<file path="config.mk">
export PLATFORM = sky130hd
export DESIGN_NAME = lnc_ctrl
export DESIGN_NICKNAME = d
export VERILOG_FILES = /design/src/rtl/lnc_pkg.sv /design/src/rtl/lnc_ctrl.sv
export SDC_FILE = /design/constraint.sdc
export NUM_CORES = 1
export LEC_CHECK = 0
export BUFFER_PORTS_ARGS = -buffer_cell sky130_fd_sc_hd__buf_2
export CAP_MARGIN = 25
export CORE_AREA = 2 2 39 41
export DETAILED_ROUTE_END_ITERATION = 10
export DIE_AREA = 0 0 41 43
export PLACE_DENSITY = 0.45
export SYNTH_ARGS = -nofsm -noshare
export SYNTH_HDL_FRONTEND = slang
export SYNTH_SLANG_ARGS = --single-unit
</file>
<file path="constraint.sdc">
create_clock -name clk -period 3 [get_ports clk]
set_input_delay 0.45 -clock clk [delete_from_list [all_inputs] [get_ports clk]]
set_output_delay 0.45 -clock clk [all_outputs]
set_load 0.01 [all_outputs]
</file>
<file path="src/rtl/lnc_pkg.sv">
// Package: types and constants shared by the name cache modules.
`default_nettype none
package lnc_pkg;
	localparam int WAYS_DEF = 32;
	localparam int MAX_NAME_LEN_DEF = 32;
	localparam logic [2:0] HIT_COST = 3'd1;
	localparam logic [2:0] MISS_COST = 3'd5;
	localparam logic [7:0] CASE_OFFSET = 8'd32;
	localparam logic [7:0] CHAR_A = 8'h41;
	localparam logic [7:0] CHAR_Z = 8'h5a;

	typedef struct packed {
		logic [7:0] ch;
		logic last_char;
	} in_item_t;

	typedef struct packed {
		logic hit;
		logic [2:0] access_cost;
		logic [31:0] total_cost;
		logic name_too_long;
	} out_item_t;

	typedef struct packed {
		logic store_char;
		logic clr_name;
		logic scan_start;
		logic scan_step;
		logic ins_step;
		logic finish;
	} lnc_cmd_t;

	typedef struct packed {
		logic scan_done;
		logic ins_done;
		logic need_insert;
	} lnc_sts_t;
endpackage
`default_nettype wire

</file>
<file path="src/rtl/lnc_ctrl.sv">
// Controller: sequences capture, scan, insert and result delivery.
`default_nettype none
module lnc_ctrl (
	input wire logic clk,
	input wire logic arst_n,
	input wire logic in_valid,
	input wire logic in_last,
	output logic in_stall,
	output logic out_valid,
	input wire logic out_stall,
	input wire lnc_pkg::lnc_sts_t sts,
	output lnc_pkg::lnc_cmd_t cmd
);
	import lnc_pkg::*;
	typedef enum logic [2:0] {S_IDLE, S_SCAN, S_INS, S_FIN, S_OUT} state_t;
	state_t state_q;
	logic acc;

	assign in_stall = (state_q != S_IDLE);
	assign acc = in_valid && !in_stall;

	always_comb begin
		cmd = '0;
		cmd.store_char = acc;
		cmd.scan_start = acc && in_last;
		cmd.scan_step = (state_q == S_SCAN);
		cmd.ins_step = (state_q == S_INS) && !sts.ins_done;
		cmd.finish = (state_q == S_FIN);
	end

	always_ff @(posedge clk or negedge arst_n) begin
		if (!arst_n) begin
			state_q <= S_IDLE;
			out_valid <= 1'b0;
		end else begin
			case (state_q)
				S_IDLE: if (acc && in_last) state_q <= S_SCAN;
				S_SCAN: if (sts.scan_done)
					state_q <= sts.need_insert ? S_INS : S_FIN;
				S_INS: if (sts.ins_done) state_q <= S_FIN;
				S_FIN: begin
					out_valid <= 1'b1;
					state_q <= S_OUT;
				end
				S_OUT: if (!out_stall) begin
					out_valid <= 1'b0;
					state_q <= S_IDLE;
				end
				default: state_q <= S_IDLE;
			endcase
		end
	end
endmodule
`default_nettype wire

</file>
==> out/results.ini, run 1 <==
[worst_setup_path]
cp.depth=3
path_class=reg -> out
start_kind=flip-flop
path_buf_inv=1
path_cells=or3_2 -> nor2_1 -> buf_2
cp_slowest_cell=or3_2
critical-path-top-delay-family=simple AND/OR/NAND/NOR gates
crit_path_end_kind=output pin
cp.arrival_ns=1.41
cpPeakStageDelay_ns=0.52
r2r_cells=2
cp.required_ns=2.55
cp_max_fo=8

[floorplanning]
die_w_um=41
start_util=0.175
rows=14
ios=16
core_area_um2=1380
die_area_um2=1760
fp.dieH_um=43

[power_and_ir_drop]
peakVddDrop_mv=0.237
p_leak_nw=0.171
power_density_nw_per_um2=970
power_uw=330

[drt]
drc_errors=0
drt_first_pass_iters=4
vias=229
viasPerCell=4.02
ant_nets=0
wl_um=520
drtIter0Drc=3
post_drt_wl_per_cell_um=9.12

[timing]
clock.fmax_mhz=537
period_share=0.621
worst_slack_ns=1.14
period_minus_slack_ns=1.86
setup_viol=0
rsz0062_at_grt=no
fin_tns_setup_ns=0
skew_ns=0.000246
slew_viol_final=0
hold_viol=0

[clock_network]
htree_num_levels=1
clk_pin_slew_worst_paths_ns=0.03
root_buffer=clkbuf_4
clockBufferDepth=2
clock_sinks=4
cts_buffers=3
post-cts-setup-buffer-count=0
cts_tree=yes
clock_latency_ns=0.23
ctsResizeCount=0
ctsHoldBuffers=0

[synthesis]
seq_area_frac_synth=0.412
netlist_top_cells_area=dfrtp_1, a31o_2, buf_4
synth.distinct_cells=18
avgSynthCellArea_um2=9.34
synth_top_cell_by_area=dfrtp_1
ys_warn_count=0
synth_top_area_share=0.412
syn_area_um2=243
ys_seq_elements=4
syn_nets=34
syn_inst=26

[global_route]
grt_pass1_wl_um=869
first_global_vias=210
gr-total-overflow=0
grt_use_total=0.0767
grt_antenna_before_repair=0
grt_max_degree=10

[final_layout]
fin_area_um2=340
area_delta_synth_final_pct=40.2
final_common_cell=buf_2
drive_gt1_frac=0.512
layout_common_cells=buf_2, dfrtp_1, nor2_1, clkbuf_4
insertedDiodeCount=0
final_nets=51

[flow_run]
drv_cap=0

[run_status]
run_status=finished, final reports clean

[place]
placed_area_um2=318
io_buffer_count=14
post-place-ws_ns=1.37
place.gp.congestion=0.636

[min_path]
hp-class=in -> async

[kinds of logic after synthesis]
logic type | synth area share
buffers and inverters | 0.0773
other | 0.0154
flip-flops | 0.412
AO/OA/AOI/OAI | 0.165
AND/OR/NAND/NOR | 0.330
[final timing paths]
path                            slack (ns)        from    endpoint
worst min register to register        0.51   out_valid   out_valid
worst max register to register        1.74  state_q[0]   out_valid
max in group asynchronous             2.87      arst_n  state_q[2]
worst max-delay path                  1.14  state_q[1]      cmd[3]
min in group clk                      0.48   out_stall  state_q[2]
worst min-delay path                  0.02      arst_n  state_q[0]
[cell type report]
| cell class | count | area (um2) |
|---|---|---|
| repair buffers | 14 | 70.1 |
| inverters | 1 | 3.75 |
| flip-flops and latches | 4 | 100 |
| clock buffers | 3 | 22.5 |
| fillers | 168 | 1040 |
| well taps | 16 | 20.0 |
| multi-input cells | 19 | 124 |
[layer usage]
| layer | vias to the layer above | share of wire | GRT usage |
|---|---|---|---|
| li1 | 120 | - | - |
| met1 | 103 | 0.38 | 0.0850 |
| met2 | 6 | 0.56 | 0.109 |
| met3 | 0 | 0.056 | 0.0157 |
| met4 | 0 | 0 | 0.0800 |
| met5 | - | 0 | 0 |
[state kept, by name, indices dropped and copies added, names as in the netlist]
name	flops
out_valid	1
state_q	3
[per-stage QoR]
| stage | hold slack [ns] | instances | utilization |
|---|---|---|---|
| 6_report | 0.0189 | 57 | 0.246 |
| 5_1_grt | 0.0174 | 57 | 0.246 |
| 4_1_cts | 0.00801 | 57 | 0.246 |
| 3_5_place_dp | 0.257 | 54 | 0.230 |
| 3_3_place_gp | 0.258 | 54 | 0.230 |
| 2_1_floorplan | 0.154 | 26 | - |
[synthesized netlist by cell type]
cell type / n
a211o_1: 1
a21oi_1: 1
a221oi_1: 1
a31o_2: 2
and2_1: 1
and3b_2: 1
buf_4: 2
conb_1: 1
dfrtp_1: 4
inv_1: 1
nand2_1: 1
nand2b_1: 2
nand3b_1: 1
nor2_1: 3
nor3_1: 1
nor3b_1: 1
or3_2: 1
or3b_1: 1
[report_power, final]
group | internal (mW) | switching [mW] | leakage (nW)
combinational | 0.0820 | 0.0704 | 0.110
clock | 0.0445 | 0.0184 | 0.0138
sequential | 0.0791 | 0.0357 | 0.0474
Power figures use the tool's default switching activity.
==> run 2, diff against run 1 <==
--- a/config.mk
+++ b/config.mk
@@ -5,12 +5,13 @@
 export SDC_FILE = /design/constraint.sdc
 export NUM_CORES = 1
 export LEC_CHECK = 0
+export ABC_AREA = 1
 export BUFFER_PORTS_ARGS = -buffer_cell sky130_fd_sc_hd__buf_2
 export CAP_MARGIN = 25
 export CORE_AREA = 2 2 39 41
 export DETAILED_ROUTE_END_ITERATION = 10
 export DIE_AREA = 0 0 41 43
-export PLACE_DENSITY = 0.45
+export PLACE_DENSITY = 0.49
 export SYNTH_ARGS = -nofsm -noshare
 export SYNTH_HDL_FRONTEND = slang
 export SYNTH_SLANG_ARGS = --single-unit
==> constraint.sdc (replaced) <==
create_clock -name clk -period 1.9 [get_ports clk]
set_input_delay 0.285 -clock clk [delete_from_list [all_inputs] [get_ports clk]]
set_output_delay 0.285 -clock clk [all_outputs]
set_load 0.01 [all_outputs]
==> out/results.ini, run 2 <==
[power_and_ir_drop]
p_switching_uw=278  ; +120%
p_int_uw=323  ; +57%
p_leak_nw=0.238  ; +39%
peakVddDrop_mv=0.395  ; +66%
power_density_nw_per_um2=1510  ; +56%
sw_frac_of_total=0.462  ; +0.0854
p_comb_frac=0.548  ; +0.086
clkPwrFrac=0.170  ; -0.020
seq_power_share=0.282  ; -0.066

[drt]
vias=301  ; +31%
wl_um=630  ; +21%
drtIter0Drc=4  ; +1
viasPerCell=4.07  ; +1.2%
drt_first_pass_iters=4  ; unchanged
drc_errors=0  ; unchanged
post_drt_wl_per_cell_um=8.51  ; -6.7%
ant_nets=0  ; unchanged

[place]
io_buffer_count=14  ; unchanged
dp_cells=70  ; +30%
hpwl_um=557
place.gp.congestion=0.693  ; +9.0%

[run_status]
run_status=finished, final reports clean

[clock_network]
clock_latency_ns=0.23  ; about the same
clockBufferDepth=2  ; unchanged
root_buffer=clkbuf_4
clk_pin_slew_worst_paths_ns=0.04  ; about the same
clock_sinks=4  ; unchanged
cts_tree=yes
post-cts-setup-buffer-count=0  ; unchanged
ctsHoldBuffers=1  ; +1
cts_buffers=3  ; unchanged
ctsResizeCount=0  ; unchanged
htree_num_levels=1  ; unchanged

[timing]
period_minus_slack_ns=1.51
clock.fmax_mhz=663
fin_tns_setup_ns=0  ; unchanged
rsz0062_at_grt=no
period_share=0.794
setup_viol=0  ; unchanged
slew_viol_final=0  ; unchanged
hold_viol=0  ; unchanged
skew_ns=0.00211  ; +0.00187 ns

[worst_setup_path]
rr_startpoint=state_q[2]
cp_max_fo=6  ; -2
r2r_slack_ns=0.80  ; -0.94 ns
path_cells=nor2_2 -> nand2_2 -> nor3b_1 -> buf_2
path_class=reg -> out
start_kind=flip-flop
cp.required_ns=1.62  ; -0.93 ns
cp_slowest_cell=dfrtp_1
cpPeakStageDelay_ns=0.43  ; -0.09 ns
cp.arrival_ns=1.22  ; -0.19 ns
crit_path_end_kind=output pin
timing.critical_path.from=state_q[1]

[min_path]
min_from=sts[2]
hp-class=in -> reg

[final_layout]
drive_gt1_frac=0.431  ; -0.0812
final_nets=68  ; +33%
area_delta_synth_final_pct=37.1
largestRegisters=state_q x3, out_valid x1
top_register=state_q
layout.cells.non_filler=74  ; +30%
finish.utilization=0.288  ; +0.0416
largest_reg_flops=3  ; unchanged
layout_common_cells=buf_2, inv_1, nor2_1, nand2_1
area.sequential_um2=100  ; unchanged
fillCellCount=168  ; unchanged
insertedDiodeCount=0  ; unchanged
multi_input_area_um2=134  ; +8.1%
final_common_cell=buf_2

[global_route]
grt_pass1_wl_um=917  ; +5.5%
grt_use_total=0.0796  ; +0.00287
grt_max_degree=7  ; -3
globalRouteMet2Util=0.109  ; unchanged
met1_usage=0.0942  ; +0.00919
busiest_layer=met2
first_global_vias=247  ; +18%
gr-total-overflow=0  ; unchanged
grt_antenna_before_repair=0  ; unchanged
grt_util_met3=0.0157  ; unchanged

[floorplanning]
die_area_um2=1760  ; unchanged
die_w_um=41  ; unchanged
core_area_um2=1380  ; unchanged
ios=16  ; unchanged
fp.dieH_um=43  ; unchanged
rows=14  ; unchanged
start_util=0.210  ; +0.0344

[synthesis]
ys_seq_elements=4  ; unchanged
seq_area_frac_synth=0.345  ; -0.0675
syn_inst=42  ; +62%
synth_edf_count=0  ; unchanged
netlist_top_cells_area=dfrtp_1, inv_1, nand3_1
avgSynthCellArea_um2=6.91  ; -26%
ys_warn_count=0  ; unchanged
synth_top_cell_by_area=dfrtp_1
syn_nets=50  ; +47%
syn_area_um2=290  ; +20%
ys_async_sr_fraction=1.00  ; unchanged
synth_commonest_cells=inv_1, nand2_1, nor2_1, dfrtp_1, nand3_1
synth.distinct_cells=18  ; unchanged
ys.flop_type=dfrtp_1
synth_top_area_share=0.345  ; -0.0675
synth_most_common_cell=inv_1

[flow_run]
drv_cap=0  ; unchanged

==> run 2: cell types whose count changed after synthesis, sizes merged, moves of 2 or more <==
cell    delta
nor2       +4
inv        +9
nand2      +5
nand3      +5
nand2b     -2
a31o       -2
==> run 2: worst paths after layout <==
path,cells after the start,to
hold / removal,4,state_q[0]
hold reg to reg,2,out_valid
min in group asynchronous,2,state_q[0]
max in group asynchronous,2,out_valid
setup reg to reg,6,state_q[0]
setup / recovery,4,cmd[3]
==> run 2: cell type report <==
class,instances,share of cell area
Clock buffer,3,0.0566
Inverter,11,0.104
Multi-Input combinational cell,25,0.336
Sequential cell,4,0.252
Tap cell,16,0.0503
Timing Repair Buffer,15,0.201
==> run 2: worst max-delay path: cells and delay by family, from the launching register on <==
kind	cells	cell delay [ns]
simple gates	3	0.41
buf+inv	1	0.15
flops	1	0.43
==> run 2: layer usage <==
metal / up-vias / wire [um] / part of all wire
li1: 160 / - / -
met4: 0 / 0 / 0
met3: 0 / 68 / 0.11
met1: 127 / 266 / 0.42
met5: - / 0 / 0
met2: 14 / 294 / 0.47
==> run 2: cell families (layout without fill, tap and decap cells) <==
kind of cell	count (synthesis)	count (layout)	synth area share
other cells	1	1	0.0129
flops	4	4	0.345
buf+inv	13	29	0.194
compound gates	2	2	0.0474
simple gates	22	22	0.401
==> run 2: metrics by stage <==
step / total power [mW] / setup WS (ns) / hold slack [ns] / cell area, um2
2_1_floorplan: 0.411 / 0.622 / -0.0106 / 290
5_1_grt: 0.664 / 0.289 / 0.330 / 398
3_5_place_dp: 0.506 / 0.636 / 0.0961 / 365
6_report: 0.601 / 0.392 / 0.323 / 398
3_3_place_gp: 0.505 / 0.643 / 0.0943 / 365
4_1_cts: 0.618 / 0.371 / 0.316 / 398
==> run 2: power by group through the flow <==
stage	Combinational, mW	Clock, mW	Sequential, mW
final	0.329	0.102	0.169
after detailed placement	0.336	0	0.170
after CTS	0.339	0.111	0.169
after floorplan	0.244	0	0.166
after global routing	0.380	0.111	0.173
after global placement	0.335	0	0.170
==> run 3, diff against run 2 <==
--- a/config.mk
+++ b/config.mk
@@ -11,7 +11,7 @@
 export CORE_AREA = 2 2 39 41
 export DETAILED_ROUTE_END_ITERATION = 10
 export DIE_AREA = 0 0 41 43
-export PLACE_DENSITY = 0.49
+export PLACE_DENSITY = 0.51
 export SYNTH_ARGS = -nofsm -noshare
 export SYNTH_HDL_FRONTEND = slang
 export SYNTH_SLANG_ARGS = --single-unit
==> constraint.sdc (replaced) <==
create_clock -name clk -period 1.25 [get_ports clk]
set_input_delay 0.1875 -clock clk [delete_from_list [all_inputs] [get_ports clk]]
set_output_delay 0.1875 -clock clk [all_outputs]
set_load 0.01 [all_outputs]
==> out/results.ini, run 3 (same netlist as run 2, synthesis figures left out) <==
[timing]
worst_slack_ns=-0.122  ; -0.514 ns
slew_viol_final=0  ; unchanged
hold_slack_ns=0.221  ; -0.102 ns
period_share=1.10
clock.fmax_mhz=729
setup_viol=6  ; +6
period_minus_slack_ns=1.37
skew_ns=0.00452  ; +0.00241 ns
hold_viol=0  ; unchanged
fin_tns_setup_ns=-0.428  ; -0.428 ns
rsz0062_at_grt=yes

[final_layout]
largestRegisters=state_q x3, out_valid x1
fin_area_um2=448  ; +13%
top_register=state_q
final_nets=74  ; +8.8%
final_common_cell=buf_2
layout_common_cells=buf_2, inv_1, buf_4
area_delta_synth_final_pct=54.3
finish.utilization=0.324  ; +0.0362
insertedDiodeCount=0  ; unchanged
drive_gt1_frac=0.500  ; +0.0690
largest_reg_flops=3  ; unchanged

[worst_setup_path]
crit_path_end_kind=output pin
path_class=reg -> out
timing.critical_path.from=state_q[0]
rr_startpoint=state_q[0]
cp.arrival_ns=1.18  ; -0.04 ns
cp.required_ns=1.06  ; -0.56 ns
cp_max_fo=4  ; -2
r2r_slack_ns=0.03  ; -0.77 ns
start_kind=flip-flop

[power_and_ir_drop]
p_comb_frac=0.624  ; +0.076
seq_power_share=0.226  ; -0.056
peakVddDrop_mv=0.576  ; +46%
p_switching_uw=470  ; +69%
p_int_uw=601  ; +86%
power_density_nw_per_um2=2390  ; +58%
clkPwrFrac=0.150  ; -0.020
p_leak_nw=0.269  ; +13%
sw_frac_of_total=0.439  ; -0.0234

[floorplanning]
die_area_um2=1760  ; unchanged
ios=16  ; unchanged
fp.dieH_um=43  ; unchanged
rows=14  ; unchanged
die_w_um=41  ; unchanged
core_area_um2=1380  ; unchanged
start_util=0.210  ; unchanged

[global_route]
gr-total-overflow=0  ; unchanged
first_global_vias=257  ; +4.0%
grt_pass1_wl_um=993  ; +8.3%
grt_antenna_before_repair=0  ; unchanged
grt_max_degree=6  ; -1
grt_use_total=0.0877  ; +0.00814

[place]
placed_area_um2=373  ; +2.1%
hpwl_um=536  ; -3.9%
io_buffer_count=14  ; unchanged
place.gp.congestion=0.671  ; -3.3%

[clock_network]
root_buffer=clkbuf_4
htree_num_levels=1  ; unchanged
clock_latency_ns=0.23  ; about the same
clk_pin_slew_worst_paths_ns=0.04  ; about the same
clockBufferDepth=2  ; unchanged
cts_tree=yes
cts_buffers=3  ; unchanged
clock_sinks=4  ; unchanged

[drt]
wl_um=735  ; +17%
drtIter0Drc=7  ; +3
post_drt_wl_per_cell_um=9.19  ; +7.9%
viasPerCell=3.94  ; -3.2%
vias=315  ; +4.7%
ant_nets=0  ; unchanged
drt_first_pass_iters=3  ; -1
drc_errors=0  ; unchanged

[min_path]
hp-class=in -> reg
min_from=sts[2]

[run_status]
run_status=finished with violations
failed_checks=negative setup slack

[flow_run]
drv_cap=0  ; unchanged

==> run 3: path summary, 6_finish.rpt <==
kind / cells after the start / endpoint
setup reg to reg: 7 / state_q[0]
min in group asynchronous: 2 / state_q[0]
hold / removal: 4 / state_q[0]
hold reg to reg: 2 / out_valid
max in group asynchronous: 2 / state_q[2]
setup / recovery: 4 / cmd[3]
==> run 3: critical path, stage by stage, from the launching register on <==
cell and delay [ns]:
dfrtp_1 0.41, nor2_2 0.14, nand2_2 0.11, nor3b_2 0.15
buf_2 0.14
==> run 3: power groups by stage <==
stage / sequential [mW] / clock, mW / combinational, mW
global placement: 0.249 / 0 / 0.538
global route: 0.248 / 0.180 / 0.738
finish: 0.243 / 0.160 / 0.668
CTS: 0.243 / 0.166 / 0.570
detailed placement: 0.251 / 0 / 0.534
floorplan: 0.252 / 0 / 0.372
==> run 3: layout make-up <==
cell class	count	area [um2]
inverter	11	41.3
timing repair buffer	21	125
clock buffer	3	22.5
tap	16	20.0
multi-input combinational	25	139
fill	160	936
sequential	4	100
==> run 3: routing by layer <==
layer,routed length [um],part of all wire,global-route usage
met5,0,0,0
met2,401,0.55,0.138
met1,295,0.40,0.0912
met4,0,0,0.0800
met3,38,0.052,0.0157
==> run 3: what timing repair did <==
action | in CTS | in global routing
pin swaps | 1 | 4
endpoints found under the setup margin | 3 | 6
resized for setup | 1 | 0
setup buffers | 1 | 4
hold endpoints to repair | 4 | 0
hold buffers | 1 | 0
==> run 3: per-stage QoR <==
step	setup slack (ns)	std cells	total power, mW
after floorplan	0.0690	42	0.624
after global placement	0.116	71	0.788
after detailed placement	0.0922	71	0.786
after CTS	-0.126	76	0.979
after global routing	-0.181	80	1.17
final	-0.122	80	1.07
